[src/pms_pkg.sv]
// Shared types, widths and constants for the PID motor speed loop.
`timescale 1ns / 1ps

package pms_pkg;

    // Field and state widths
    localparam int TIME_BITS_DEF = 32;
    localparam int TIME_W        = 32;
    localparam int POS_W         = 32;
    localparam int CFG_W         = 24;
    localparam int CFG_ADDR_W    = 2;
    localparam int DUTY_W        = 8;
    localparam int DIFF_W        = 33;
    localparam int ERR_W         = 32;
    localparam int INTEG_W       = 48;
    localparam int DERIV_W       = 40;
    localparam int SUM_W         = 49;
    localparam int LVL_W         = 32;
    localparam int GAP_W         = 9;

    localparam int GAP_LIMIT_MS  = 500;
    localparam int ITERM_DIV     = 1000;

    // Configuration register indexes
    localparam logic [CFG_ADDR_W-1:0] CFG_TARGET = 2'd0;
    localparam logic [CFG_ADDR_W-1:0] CFG_GAIN_P = 2'd1;
    localparam logic [CFG_ADDR_W-1:0] CFG_GAIN_I = 2'd2;
    localparam logic [CFG_ADDR_W-1:0] CFG_GAIN_D = 2'd3;

    // Level clamp window, Q.8
    localparam logic signed [LVL_W-1:0] LEVEL_MIN = LVL_W'(170 * 256);
    localparam logic signed [LVL_W-1:0] LEVEL_MAX = LVL_W'(255 * 256);

    // Shared multiply/divide unit
    localparam int ARG_W      = 48;
    localparam int B_W        = 24;
    localparam int ACC_W      = 64;
    localparam int STEP_W     = 5;
    localparam int DIV_W      = 10;
    localparam int T_W        = DIV_W + 2;
    localparam int FRAC_BITS  = 16;
    localparam int MUL_STEPS  = B_W / 2;
    // gap digits, then zero digits that scale by 65536 ahead of the final shift
    localparam int MULG_STEPS = (GAP_W + 2) / 2 + FRAC_BITS / 2;
    localparam int DIV_STEPS  = ARG_W / 2;

    typedef enum logic [0:0] {
        OP_MUL = 1'b0,
        OP_DIV = 1'b1
    } arith_op_t;

    typedef struct packed {
        logic                    start;
        arith_op_t               op;
        logic [STEP_W-1:0]       steps;
        logic signed [ARG_W-1:0] a;
        logic [B_W-1:0]          b;
    } arith_req_t;

    typedef struct packed {
        logic                    done;
        logic signed [ACC_W-1:0] result;
    } arith_rsp_t;

    typedef struct packed {
        logic [TIME_W-1:0]       now_ms;
        logic signed [POS_W-1:0] distance_sample;
    } in_t;

    typedef struct packed {
        logic              dir_a;
        logic              dir_b;
        logic [DUTY_W-1:0] duty;
    } out_t;

endpackage

[src/pms_arith.sv]
// Shared radix-4 unit: Booth multiply with /65536 truncation, or signed divide by a small divisor.
`timescale 1ns / 1ps

module pms_arith (
    input  logic                 aclk,
    input  logic                 aresetn,
    input  pms_pkg::arith_req_t  req,
    output pms_pkg::arith_rsp_t  rsp
);

    typedef enum logic [2:0] {
        PH_IDLE = 3'b001,
        PH_STEP = 3'b010,
        PH_FIX  = 3'b100
    } phase_t;

    phase_t                            phase_reg, phase_next;
    pms_pkg::arith_op_t                op_reg, op_next;
    logic [pms_pkg::STEP_W-1:0]        cnt_reg, cnt_next;
    logic                              done_reg, done_next;
    logic signed [pms_pkg::ACC_W-1:0]  acc_reg, acc_next;
    logic signed [pms_pkg::ACC_W-1:0]  mcand_reg, mcand_next;
    logic [pms_pkg::B_W:0]             mplier_reg, mplier_next;
    logic [pms_pkg::DIV_W-1:0]         rem_reg, rem_next;
    logic [pms_pkg::T_W-1:0]           dvs1_reg, dvs1_next;
    logic [pms_pkg::T_W-1:0]           dvs2_reg, dvs2_next;
    logic [pms_pkg::T_W-1:0]           dvs3_reg, dvs3_next;
    logic                              neg_reg, neg_next;

    logic [pms_pkg::ARG_W-1:0]         mag;
    logic [pms_pkg::T_W-1:0]           d1, d2;
    logic [pms_pkg::T_W-1:0]           trem, rnew;
    logic [1:0]                        qdig;
    logic signed [pms_pkg::ACC_W-1:0]  addend;
    logic [pms_pkg::ACC_W-1:0]         bias;
    logic signed [pms_pkg::ACC_W-1:0]  biased;

    always_comb begin
        phase_next  = phase_reg;
        op_next     = op_reg;
        cnt_next    = cnt_reg;
        acc_next    = acc_reg;
        mcand_next  = mcand_reg;
        mplier_next = mplier_reg;
        rem_next    = rem_reg;
        dvs1_next   = dvs1_reg;
        dvs2_next   = dvs2_reg;
        dvs3_next   = dvs3_reg;
        neg_next    = neg_reg;
        done_next   = (phase_reg == PH_FIX);

        mag = req.a[pms_pkg::ARG_W-1] ? -req.a : req.a;
        d1  = pms_pkg::T_W'(req.b[pms_pkg::DIV_W-1:0]);
        d2  = d1 << 1;

        // one quotient digit: compare against d, 2d and 3d
        trem = {rem_reg, acc_reg[pms_pkg::ARG_W-1 -: 2]};
        if (trem >= dvs3_reg) begin
            qdig = 2'd3;
            rnew = trem - dvs3_reg;
        end else if (trem >= dvs2_reg) begin
            qdig = 2'd2;
            rnew = trem - dvs2_reg;
        end else if (trem >= dvs1_reg) begin
            qdig = 2'd1;
            rnew = trem - dvs1_reg;
        end else begin
            qdig = 2'd0;
            rnew = trem;
        end

        case (mplier_reg[pms_pkg::B_W -: 3])
            3'b001, 3'b010: addend = mcand_reg;
            3'b011:         addend = mcand_reg <<< 1;
            3'b100:         addend = -(mcand_reg <<< 1);
            3'b101, 3'b110: addend = -mcand_reg;
            default:        addend = '0;
        endcase

        // bias negative products so the shift truncates toward zero
        bias   = acc_reg[pms_pkg::ACC_W-1]
               ? pms_pkg::ACC_W'((1 << pms_pkg::FRAC_BITS) - 1) : '0;
        biased = acc_reg + $signed(bias);

        case (phase_reg)
            PH_IDLE: begin
                if (req.start) begin
                    op_next    = req.op;
                    cnt_next   = req.steps;
                    phase_next = PH_STEP;
                    if (req.op == pms_pkg::OP_DIV) begin
                        acc_next  = {{(pms_pkg::ACC_W - pms_pkg::ARG_W){1'b0}}, mag};
                        rem_next  = '0;
                        neg_next  = req.a[pms_pkg::ARG_W-1];
                        dvs1_next = d1;
                        dvs2_next = d2;
                        dvs3_next = d1 + d2;
                    end else begin
                        acc_next    = '0;
                        mcand_next  = pms_pkg::ACC_W'($signed(req.a));
                        mplier_next = {req.b, 1'b0};
                    end
                end
            end
            PH_STEP: begin
                cnt_next = cnt_reg - 1'b1;
                if (cnt_reg == pms_pkg::STEP_W'(1)) begin
                    phase_next = PH_FIX;
                end
                if (op_reg == pms_pkg::OP_DIV) begin
                    acc_next = {{(pms_pkg::ACC_W - pms_pkg::ARG_W){1'b0}},
                                acc_reg[pms_pkg::ARG_W-3:0], qdig};
                    rem_next = rnew[pms_pkg::DIV_W-1:0];
                end else begin
                    acc_next    = (acc_reg <<< 2) + addend;
                    mplier_next = mplier_reg << 2;
                end
            end
            PH_FIX: begin
                phase_next = PH_IDLE;
                if (op_reg == pms_pkg::OP_DIV) begin
                    acc_next = neg_reg ? -acc_reg : acc_reg;
                end else begin
                    acc_next = biased >>> pms_pkg::FRAC_BITS;
                end
            end
            default: begin
                phase_next = PH_IDLE;
            end
        endcase
    end

    always_ff @(posedge aclk) begin
        if (!aresetn) begin
            phase_reg <= PH_IDLE;
            done_reg  <= 1'b0;
        end else begin
            phase_reg <= phase_next;
            done_reg  <= done_next;
        end
    end

    always_ff @(posedge aclk) begin
        op_reg     <= op_next;
        cnt_reg    <= cnt_next;
        acc_reg    <= acc_next;
        mcand_reg  <= mcand_next;
        mplier_reg <= mplier_next;
        rem_reg    <= rem_next;
        dvs1_reg   <= dvs1_next;
        dvs2_reg   <= dvs2_next;
        dvs3_reg   <= dvs3_next;
        neg_reg    <= neg_next;
    end

    assign rsp.done   = done_reg;
    assign rsp.result = acc_reg;

    a_start_when_idle: assert property (@(posedge aclk) disable iff (!aresetn)
        req.start |-> phase_reg == PH_IDLE)
        else $error("arith unit started while busy");

    a_rem_below_divisor: assert property (@(posedge aclk) disable iff (!aresetn)
        (phase_reg == PH_STEP && op_reg == pms_pkg::OP_DIV)
            |-> pms_pkg::T_W'(rem_reg) < dvs1_reg)
        else $error("partial remainder not below divisor");

endmodule

[src/pid_motor_speed_loop.sv]
// PID motor speed loop: tick sequencer, loop state and result register.
`timescale 1ns / 1ps

// Usage
// Config: write target_speed, gain_p, gain_i, gain_d through cfg_we/cfg_addr/cfg_wdata
// while the loop is idle; each write lands at the clock edge where cfg_we is high.
// Input: one beat per encoder tick (s_valid/s_ready) with now_ms and distance_sample.
// A tick whose gap to the previous one is zero or above 500 ms only records time
// and distance and gives no result.
// Any other tick produces one result beat (m_valid/m_ready): dir_a, dir_b and duty.
// Each in-window tick runs through the single radix-4 multiply/divide unit, which
// runs three 24-step divisions, three 12-step gain multiplies and a 13-step gap
// multiply one after another; s_ready is low while a tick is in work.
// A stalled receiver holds the result in the output register; the next tick is
// still taken, and its result waits in the final step until the register frees.
// Reset clears state, target, gains, timestamp, previous distance, integral, previous error and level.

module pid_motor_speed_loop #(
    parameter int TIME_BITS = pms_pkg::TIME_BITS_DEF
) (
    input  logic                            aclk,
    input  logic                            aresetn,
    input  logic                            cfg_we,
    input  logic [pms_pkg::CFG_ADDR_W-1:0]  cfg_addr,
    input  logic [pms_pkg::CFG_W-1:0]       cfg_wdata,
    input  logic                            s_valid,
    output logic                            s_ready,
    input  pms_pkg::in_t                    s_data,
    output logic                            m_valid,
    input  logic                            m_ready,
    output pms_pkg::out_t                   m_data
);

    typedef enum logic [12:0] {
        S_IDLE       = 13'b0000000000001,
        S_PREP       = 13'b0000000000010,
        S_WAIT_SPEED = 13'b0000000000100,
        S_ERR        = 13'b0000000001000,
        S_MULG       = 13'b0000000010000,
        S_WAIT_MULG  = 13'b0000000100000,
        S_WAIT_DERIV = 13'b0000001000000,
        S_WAIT_ITERM = 13'b0000010000000,
        S_WAIT_MI    = 13'b0000100000000,
        S_WAIT_MP    = 13'b0001000000000,
        S_WAIT_MD    = 13'b0010000000000,
        S_LEVEL      = 13'b0100000000000,
        S_CLAMP      = 13'b1000000000000
    } state_t;

    function automatic logic signed [pms_pkg::ACC_W-1:0] sat_w(
        input logic signed [pms_pkg::ACC_W-1:0] v,
        input int                               n
    );
        logic signed [pms_pkg::ACC_W-1:0] hi;
        logic signed [pms_pkg::ACC_W-1:0] lo;
        hi = (pms_pkg::ACC_W'(64'sd1) <<< (n - 1)) - 64'sd1;
        lo = -hi - 64'sd1;
        if (v > hi) begin
            return hi;
        end
        if (v < lo) begin
            return lo;
        end
        return v;
    endfunction

    // x * 1000 as x*1024 - x*16 - x*8
    function automatic logic signed [pms_pkg::ARG_W-1:0] times_1000(
        input logic signed [pms_pkg::DIFF_W-1:0] x
    );
        logic signed [pms_pkg::ARG_W-1:0] w;
        w = pms_pkg::ARG_W'(x);
        return (w <<< 10) - (w <<< 4) - (w <<< 3);
    endfunction

    state_t                                 state_reg, state_next;

    logic signed [pms_pkg::CFG_W-1:0]       target_reg, target_next;
    logic signed [pms_pkg::CFG_W-1:0]       kp_reg, kp_next;
    logic signed [pms_pkg::CFG_W-1:0]       ki_reg, ki_next;
    logic signed [pms_pkg::CFG_W-1:0]       kd_reg, kd_next;

    logic [TIME_BITS-1:0]                   last_time_reg, last_time_next;
    logic signed [pms_pkg::POS_W-1:0]       prev_dist_reg, prev_dist_next;
    logic signed [pms_pkg::INTEG_W-1:0]     integ_reg, integ_next;
    logic signed [pms_pkg::ERR_W-1:0]       prev_err_reg, prev_err_next;
    logic signed [pms_pkg::LVL_W-1:0]       level_reg, level_next;
    logic                                   m_valid_reg, m_valid_next;

    logic [pms_pkg::GAP_W-1:0]              gap_reg, gap_next;
    logic signed [pms_pkg::DIFF_W-1:0]      diff_reg, diff_next;
    logic signed [pms_pkg::ERR_W-1:0]       speed_reg, speed_next;
    logic signed [pms_pkg::ERR_W-1:0]       err_reg, err_next;
    logic signed [pms_pkg::DIFF_W-1:0]      ediff_reg, ediff_next;
    logic signed [pms_pkg::DERIV_W-1:0]     deriv_reg, deriv_next;
    logic signed [pms_pkg::SUM_W-1:0]       sum_reg, sum_next;
    logic signed [pms_pkg::LVL_W-1:0]       lvl_reg, lvl_next;
    pms_pkg::out_t                          out_reg, out_next;

    logic [TIME_BITS-1:0]                   gap_full;
    logic                                   gap_ok;
    logic                                   in_beat;
    logic                                   out_free;
    logic signed [pms_pkg::LVL_W-1:0]       lvl_c;
    logic signed [pms_pkg::LVL_W-1:0]       lvl_neg;
    logic signed [pms_pkg::ACC_W-1:0]       res;

    pms_pkg::arith_req_t                    req;
    pms_pkg::arith_rsp_t                    rsp;

    pms_arith u_arith (
        .aclk    (aclk),
        .aresetn (aresetn),
        .req     (req),
        .rsp     (rsp)
    );

    assign s_ready  = (state_reg == S_IDLE);
    assign in_beat  = s_valid && s_ready;
    assign gap_full = s_data.now_ms[TIME_BITS-1:0] - last_time_reg;
    assign gap_ok   = (gap_full != '0) && (gap_full <= TIME_BITS'(pms_pkg::GAP_LIMIT_MS));
    assign out_free = !m_valid_reg || m_ready;
    assign res      = $signed(rsp.result);

    // clamp of the new level
    always_comb begin
        if (target_reg == '0) begin
            lvl_c = '0;
        end else if (lvl_reg > 0) begin
            if (lvl_reg < pms_pkg::LEVEL_MIN) begin
                lvl_c = pms_pkg::LEVEL_MIN;
            end else if (lvl_reg > pms_pkg::LEVEL_MAX) begin
                lvl_c = pms_pkg::LEVEL_MAX;
            end else begin
                lvl_c = lvl_reg;
            end
        end else if (lvl_reg < 0) begin
            if (lvl_reg > -pms_pkg::LEVEL_MIN) begin
                lvl_c = -pms_pkg::LEVEL_MIN;
            end else if (lvl_reg < -pms_pkg::LEVEL_MAX) begin
                lvl_c = -pms_pkg::LEVEL_MAX;
            end else begin
                lvl_c = lvl_reg;
            end
        end else begin
            lvl_c = '0;
        end
        lvl_neg = -lvl_c;
    end

    always_comb begin
        state_next     = state_reg;
        target_next    = target_reg;
        kp_next        = kp_reg;
        ki_next        = ki_reg;
        kd_next        = kd_reg;
        last_time_next = last_time_reg;
        prev_dist_next = prev_dist_reg;
        integ_next     = integ_reg;
        prev_err_next  = prev_err_reg;
        level_next     = level_reg;
        m_valid_next   = m_valid_reg && !m_ready;
        gap_next       = gap_reg;
        diff_next      = diff_reg;
        speed_next     = speed_reg;
        err_next       = err_reg;
        ediff_next     = ediff_reg;
        deriv_next     = deriv_reg;
        sum_next       = sum_reg;
        lvl_next       = lvl_reg;
        out_next       = out_reg;

        req.start = 1'b0;
        req.op    = pms_pkg::OP_MUL;
        req.steps = '0;
        req.a     = '0;
        req.b     = '0;

        if (cfg_we) begin
            case (cfg_addr)
                pms_pkg::CFG_TARGET: target_next = $signed(cfg_wdata);
                pms_pkg::CFG_GAIN_P: kp_next     = $signed(cfg_wdata);
                pms_pkg::CFG_GAIN_I: ki_next     = $signed(cfg_wdata);
                pms_pkg::CFG_GAIN_D: kd_next     = $signed(cfg_wdata);
                default: ;
            endcase
        end

        case (state_reg)
            S_IDLE: begin
                if (in_beat) begin
                    last_time_next = s_data.now_ms[TIME_BITS-1:0];
                    prev_dist_next = $signed(s_data.distance_sample);
                    gap_next       = gap_full[pms_pkg::GAP_W-1:0];
                    diff_next      = pms_pkg::DIFF_W'($signed(s_data.distance_sample))
                                   - pms_pkg::DIFF_W'(prev_dist_reg);
                    if (gap_ok) begin
                        state_next = S_PREP;
                    end
                end
            end
            S_PREP: begin
                req.start  = 1'b1;
                req.op     = pms_pkg::OP_DIV;
                req.steps  = pms_pkg::STEP_W'(pms_pkg::DIV_STEPS);
                req.a      = times_1000(diff_reg);
                req.b      = pms_pkg::B_W'(gap_reg);
                state_next = S_WAIT_SPEED;
            end
            S_WAIT_SPEED: begin
                if (rsp.done) begin
                    speed_next = pms_pkg::ERR_W'(sat_w(res, pms_pkg::ERR_W));
                    state_next = S_ERR;
                end
            end
            S_ERR: begin
                err_next   = pms_pkg::ERR_W'(sat_w(pms_pkg::ACC_W'(target_reg)
                                                   - pms_pkg::ACC_W'(speed_reg),
                                                   pms_pkg::ERR_W));
                state_next = S_MULG;
            end
            S_MULG: begin
                // gap sits at the top of the multiplier: walk its digits, then zero
                // digits that scale by 65536 so the final shift leaves err * gap
                req.start  = 1'b1;
                req.op     = pms_pkg::OP_MUL;
                req.steps  = pms_pkg::STEP_W'(pms_pkg::MULG_STEPS);
                req.a      = pms_pkg::ARG_W'(err_reg);
                req.b      = {1'b0, gap_reg,
                              {(pms_pkg::B_W - 1 - pms_pkg::GAP_W){1'b0}}};
                ediff_next = pms_pkg::DIFF_W'(err_reg) - pms_pkg::DIFF_W'(prev_err_reg);
                state_next = S_WAIT_MULG;
            end
            S_WAIT_MULG: begin
                if (rsp.done) begin
                    integ_next = pms_pkg::INTEG_W'(sat_w(pms_pkg::ACC_W'(integ_reg) + res,
                                                         pms_pkg::INTEG_W));
                    req.start  = 1'b1;
                    req.op     = pms_pkg::OP_DIV;
                    req.steps  = pms_pkg::STEP_W'(pms_pkg::DIV_STEPS);
                    req.a      = times_1000(ediff_reg);
                    req.b      = pms_pkg::B_W'(gap_reg);
                    state_next = S_WAIT_DERIV;
                end
            end
            S_WAIT_DERIV: begin
                if (rsp.done) begin
                    deriv_next = pms_pkg::DERIV_W'(sat_w(res, pms_pkg::DERIV_W));
                    req.start  = 1'b1;
                    req.op     = pms_pkg::OP_DIV;
                    req.steps  = pms_pkg::STEP_W'(pms_pkg::DIV_STEPS);
                    req.a      = integ_reg;
                    req.b      = pms_pkg::B_W'(pms_pkg::ITERM_DIV);
                    state_next = S_WAIT_ITERM;
                end
            end
            S_WAIT_ITERM: begin
                if (rsp.done) begin
                    req.start  = 1'b1;
                    req.op     = pms_pkg::OP_MUL;
                    req.steps  = pms_pkg::STEP_W'(pms_pkg::MUL_STEPS);
                    req.a      = pms_pkg::ARG_W'(res);
                    req.b      = ki_reg;
                    state_next = S_WAIT_MI;
                end
            end
            S_WAIT_MI: begin
                if (rsp.done) begin
                    sum_next   = pms_pkg::SUM_W'(res);
                    req.start  = 1'b1;
                    req.op     = pms_pkg::OP_MUL;
                    req.steps  = pms_pkg::STEP_W'(pms_pkg::MUL_STEPS);
                    req.a      = pms_pkg::ARG_W'(err_reg);
                    req.b      = kp_reg;
                    state_next = S_WAIT_MP;
                end
            end
            S_WAIT_MP: begin
                if (rsp.done) begin
                    sum_next   = sum_reg + pms_pkg::SUM_W'(res);
                    req.start  = 1'b1;
                    req.op     = pms_pkg::OP_MUL;
                    req.steps  = pms_pkg::STEP_W'(pms_pkg::MUL_STEPS);
                    req.a      = pms_pkg::ARG_W'(deriv_reg);
                    req.b      = kd_reg;
                    state_next = S_WAIT_MD;
                end
            end
            S_WAIT_MD: begin
                if (rsp.done) begin
                    sum_next   = sum_reg + pms_pkg::SUM_W'(res);
                    state_next = S_LEVEL;
                end
            end
            S_LEVEL: begin
                lvl_next   = pms_pkg::LVL_W'(sat_w(pms_pkg::ACC_W'(level_reg)
                                                   + pms_pkg::ACC_W'(sum_reg),
                                                   pms_pkg::LVL_W));
                state_next = S_CLAMP;
            end
            S_CLAMP: begin
                // hold here until the result register frees
                if (out_free) begin
                    level_next    = lvl_c;
                    prev_err_next = err_reg;
                    m_valid_next  = 1'b1;
                    if (lvl_c > 0) begin
                        out_next.dir_a = 1'b1;
                        out_next.dir_b = 1'b0;
                        out_next.duty  = lvl_c[15:8];
                    end else begin
                        out_next.dir_a = 1'b0;
                        out_next.dir_b = 1'b1;
                        out_next.duty  = lvl_neg[15:8];
                    end
                    state_next = S_IDLE;
                end
            end
            default: begin
                state_next = S_IDLE;
            end
        endcase
    end

    always_ff @(posedge aclk) begin
        if (!aresetn) begin
            state_reg     <= S_IDLE;
            target_reg    <= '0;
            kp_reg        <= '0;
            ki_reg        <= '0;
            kd_reg        <= '0;
            last_time_reg <= '0;
            prev_dist_reg <= '0;
            integ_reg     <= '0;
            prev_err_reg  <= '0;
            level_reg     <= '0;
            m_valid_reg   <= 1'b0;
        end else begin
            state_reg     <= state_next;
            target_reg    <= target_next;
            kp_reg        <= kp_next;
            ki_reg        <= ki_next;
            kd_reg        <= kd_next;
            last_time_reg <= last_time_next;
            prev_dist_reg <= prev_dist_next;
            integ_reg     <= integ_next;
            prev_err_reg  <= prev_err_next;
            level_reg     <= level_next;
            m_valid_reg   <= m_valid_next;
        end
    end

    always_ff @(posedge aclk) begin
        gap_reg   <= gap_next;
        diff_reg  <= diff_next;
        speed_reg <= speed_next;
        err_reg   <= err_next;
        ediff_reg <= ediff_next;
        deriv_reg <= deriv_next;
        sum_reg   <= sum_next;
        lvl_reg   <= lvl_next;
        out_reg   <= out_next;
    end

    assign m_valid = m_valid_reg;
    assign m_data  = out_reg;

    a_busy_after_tick: assert property (@(posedge aclk) disable iff (!aresetn)
        (in_beat && gap_ok) |=> !s_ready)
        else $error("new tick taken while previous one in work");

    a_dir_exclusive: assert property (@(posedge aclk) disable iff (!aresetn)
        m_valid_reg |-> (out_reg.dir_a != out_reg.dir_b))
        else $error("direction lines not complementary");

    a_duty_floor: assert property (@(posedge aclk) disable iff (!aresetn)
        (m_valid_reg && out_reg.dir_a) |-> (out_reg.duty >= 8'd170))
        else $error("forward duty below clamp floor");

    a_clamp_loads: assert property (@(posedge aclk) disable iff (!aresetn)
        (state_reg == S_CLAMP && !m_valid_reg) |=> m_valid_reg)
        else $error("result not loaded from final step");

endmodule
[config.mk]
export PLATFORM = sky130hd
export DESIGN_NAME = pid_motor_speed_loop
export DESIGN_NICKNAME = d
export VERILOG_FILES = /design/src/pms_pkg.sv /design/src/pms_arith.sv /design/src/pid_motor_speed_loop.sv
export SDC_FILE = /design/constraint.sdc
export NUM_CORES = 2
export LEC_CHECK = 0
export BUFFER_PORTS_ARGS = -buffer_cell sky130_fd_sc_hd__buf_2
export CAP_MARGIN = 25
export CORE_MARGIN = 4
export CORE_UTILIZATION = 56
export CTS_CLUSTER_DIAMETER = 80
export DETAILED_ROUTE_END_ITERATION = 16
export HOLD_SLACK_MARGIN = 0.02
export MAX_ROUTING_LAYER = met4
export PLACE_DENSITY = 0.77
export SLEW_MARGIN = 20
export SYNTH_ARGS = -nofsm -noshare
export SYNTH_HDL_FRONTEND = slang
export SYNTH_HIERARCHICAL = 1
export SYNTH_SLANG_ARGS = --single-unit
[constraint.sdc]
create_clock -name aclk -period 16.3 [get_ports aclk]
set_clock_uncertainty 0.05 [all_clocks]
set_input_delay 3.26 -clock aclk [delete_from_list [all_inputs] [get_ports aclk]]
set_output_delay 3.26 -clock aclk [all_outputs]
set_load 0.1 [all_outputs]
==> results.py <==
metrics = {
    "synthesis": {
        "synthCells": 7707,
        "synth_cell_type_count": 103,
        "synth-simple-area-share": 0.1886,
        "synthXorXnorAreaFrac": 0.08521,
        "netlist.area_leader.share": 0.2116,
        "synth_area_leaders": "edfxtp_1, ha_1, dfxtp_1",
        "synth_top_family_by_area": "compound AO/OA/AOI/OAI gates",
        "synth.net_count": 8370,
        "syn_avg_cell_area_um2": 8.175,
        "synth_compound_gate_area_share": 0.2487,
        "ys_seq_elements": 734,
        "synth_largest_area_cell": "edfxtp_1",
        "synth_edf_count": 444,
        "synth_adder_area_share": 0.1211,
        "yosys_warnings": 6,
        "synthMuxAreaShare": 0.006414,
        "synth.cell_area_um2": 63000,
        "synthArstFlopShare": 0,
        "synth_flop_cell": "edfxtp_1",
        "ys_seq_area_frac": 0.3038,
    },
    "place": {
        "dp_hpwl_mm": 158.8,
        "dp_slack_ns": 8.560,
        "portBuffers": 106,
        "gp_congestion": 1.018,
    },
    "power_and_ir_drop": {
        "power.density_nw_per_um2": 71.24,
        "seqPwrFrac": 0.415,
        "switching_share": 0.2969,
        "p_int_mw": 3.405,
        "irDropWorstVdd_mv": 0.08428,
        "p_leak_nw": 28.97,
        "power_frac_clock": 0.408,
        "power_switching_mw": 1.438,
        "pwr-share-comb": 0.177,
    },
    "final_layout": {
        "syn2layout_area_growth_pct": 7.902,
        "nets": 8306,
        "final_common_cell": "nand2_1",
        "drive_gt1_frac": 0.06569,
        "fillers": 9756,
        "final_cell_mix": "nand2_1, a21oi_1, o21ai_0, ha_1, edfxtp_1",
        "largest_reg_flops": 64,
    },
    "critical_path": {
        "startpoint_type": "register",
        "crit_path_end_kind": "register",
        "crit_arrival_ns": 7.58,
        "worstPathRequired_ns": 16.66,
        "critPathMaxFanout": 7,
        "critPathKind": "register to register",
    },
    "global_routing": {
        "use_met2": 0.5568,
        "grt_pass1_wl_mm": 320.9,
        "grt.busiest_layer": "met2",
        "antenna_found_initial": 6,
        "gr-total-overflow": 0,
        "grtUsageMet1": 0.4358,
        "gr-usage-met3": 0.07052,
        "track_usage": 0.3573,
        "grt_pass1_vias": 56217,
        "grt_max_degree": 92,
    },
    "cts": {
        "htreeDepth": 3,
        "clk_pin_slew_ns": 0.06,
        "cts_buffers": 87,
        "clock_latency_ns": 0.72,
        "cts_resized": 0,
        "postCtsHoldBufs": 0,
        "ctsRootBufferMaster": "clkbuf_16",
        "cts_tree": "built",
        "postCtsSetupBuffers": 0,
        "clock_sinks": 734,
        "clockBufferDepth": 3,
    },
    "routing": {
        "dr.pass1.iters": 7,
        "initialDrtViolationCount": 6680,
        "drc": 0,
        "wl_per_cell_um": 23.06,
        "ant_nets": 0,
        "via_per_inst": 6.493,
        "wl_mm": 212.4,
        "vias": 59824,
    },
    "floorplan": {
        "start_util": 0.5670,
        "fp.dieArea_um2": 117900,
        "die_y_um": 343.4,
        "die_w_um": 343.4,
        "fp-row-count": 122,
        "fp.coreArea_um2": 111100,
        "ios": 107,
    },
    "sta": {
        "max_freq_mhz": 138.5,
        "relSlewSlack": 0.2082,
        "worst_pin_slew_ns": 1.184,
        "hold_viol": 0,
        "rsz0062_at_grt": "false",
        "fin_crit_sh": 0.4429,
        "finalSetupTns_ns": 0,
        "slew_viol_final": 0,
        "period_needed_ns": 7.219,
        "setup_viol": 0,
        "final.setup.worst_slack_ns": 9.081,
    },
    "outcome": {
        "status": "finished, final reports clean",
    },
    "worst_hold_path": {
        "hold_path_class": "register to register",
    },
    "run": {
        "maxCapViolCount": 0,
    },
}
[through the flow]
step / area, µm² / instances / hold WS, ns / util / power, mW
after floorplan: 63000 / 7707 / 0.3910 / - / 2.606
after global placement: 64970 / 9035 / 0.4007 / 0.5846 / 2.863
after detailed placement: 65040 / 9040 / 0.4068 / 0.5853 / 2.878
after CTS: 67950 / 9204 / 0.4147 / 0.6114 / 4.839
after global routing: 67980 / 9212 / 0.4275 / 0.6117 / 5.016
final: 67980 / 9213 / 0.4120 / 0.6118 / 4.843
[routing by layer]
metal,vias to the layer above,wire length [µm]
met1,28047,82790
met2,3149,94000
met3,753,21200
met4,0,14430
met5,-,0
li1,27875,-
[cells by family (layout without fill, tap and decap cells)]
logic type / after synthesis / after routing
simple gates: 2597 / 2597
compound gates: 2390 / 2390
buf+inv: 761 / 772
flops: 734 / 734
xor+xnor: 613 / 613
fa+ha+maj: 572 / 572
mux: 39 / 39
other cells: 1 / 8
[layout make-up]
cell class	instances	area, µm²	area share
Clock inverter	44	426.7	0.006276
Multi-Input combinational cell	6212	41100	0.6046
Inverter	369	1386	0.02039
Antenna cell	7	17.52	0.0002577
Sequential cell	734	19140	0.2815
Timing Repair Buffer	239	1572	0.02312
Tap cell	1488	1862	0.02739
Clock buffer	120	2477	0.03644
[synth_stat cells (all sizes together) (66+ instances only)]
cell	instances
o21a	85
nand3	153
a222oi	66
a21o	236
nor2b	69
inv	368
ha	504
o21bai	85
edfxtp	444
clkbuf	359
nand2b	78
a21oi	594
o21ai	530
nand4	122
nor4	73
nor2	412
nand2	1295
dfxtp	290
xnor2	358
nor3	120
a21boi	230
xor2	255
a31oi	70
[power groups by stage]
stage / logic (mW) / registers, mW / clock network [mW]
floorplan: 0.563 / 2.04 / 0
global placement: 0.812 / 2.05 / 0
detailed placement: 0.826 / 2.05 / 0
CTS: 0.834 / 2.01 / 1.99
global route: 0.926 / 2.02 / 2.07
finish: 0.856 / 2.01 / 1.98
[worst max-delay path, stage by stage (launching register included)]
cell and delay (ns):
edfxtp_1 0.46, inv_1 0.16, fa_1 0.55, inv_1 0.04, ha_1 0.39, a21o_1 0.20
o21bai_1 0.16, inv_1 0.05, a21boi_0 0.14, o21a_1 0.20, o21ai_0 0.14, nand2b_1 0.07
a21oi_1 0.17, xor2_1 0.22, o2111ai_1 0.35, or4_4 0.55, or3_4 0.36, or4_1 0.70
or4b_1 0.62, or3_1 0.45, o21ai_1 0.20, xor2_1 0.19, o22ai_1 0.10, a221oi_1 0.23
o21ai_0 0.15
[worst paths after layout]
check / slack [ns] / endpoint / from / cells past startpoint
setup reg to reg: 9.08 / u_arith/acc_reg[42] / ediff_reg[0] / 24
hold reg to reg: 0.41 / prev_err_reg[4] / prev_err_reg[4] / 2
setup / recovery: 9.08 / u_arith/acc_reg[42] / ediff_reg[0] / 24
hold / removal: 0.41 / prev_err_reg[4] / prev_err_reg[4] / 2
Power figures use the tool's default switching activity.
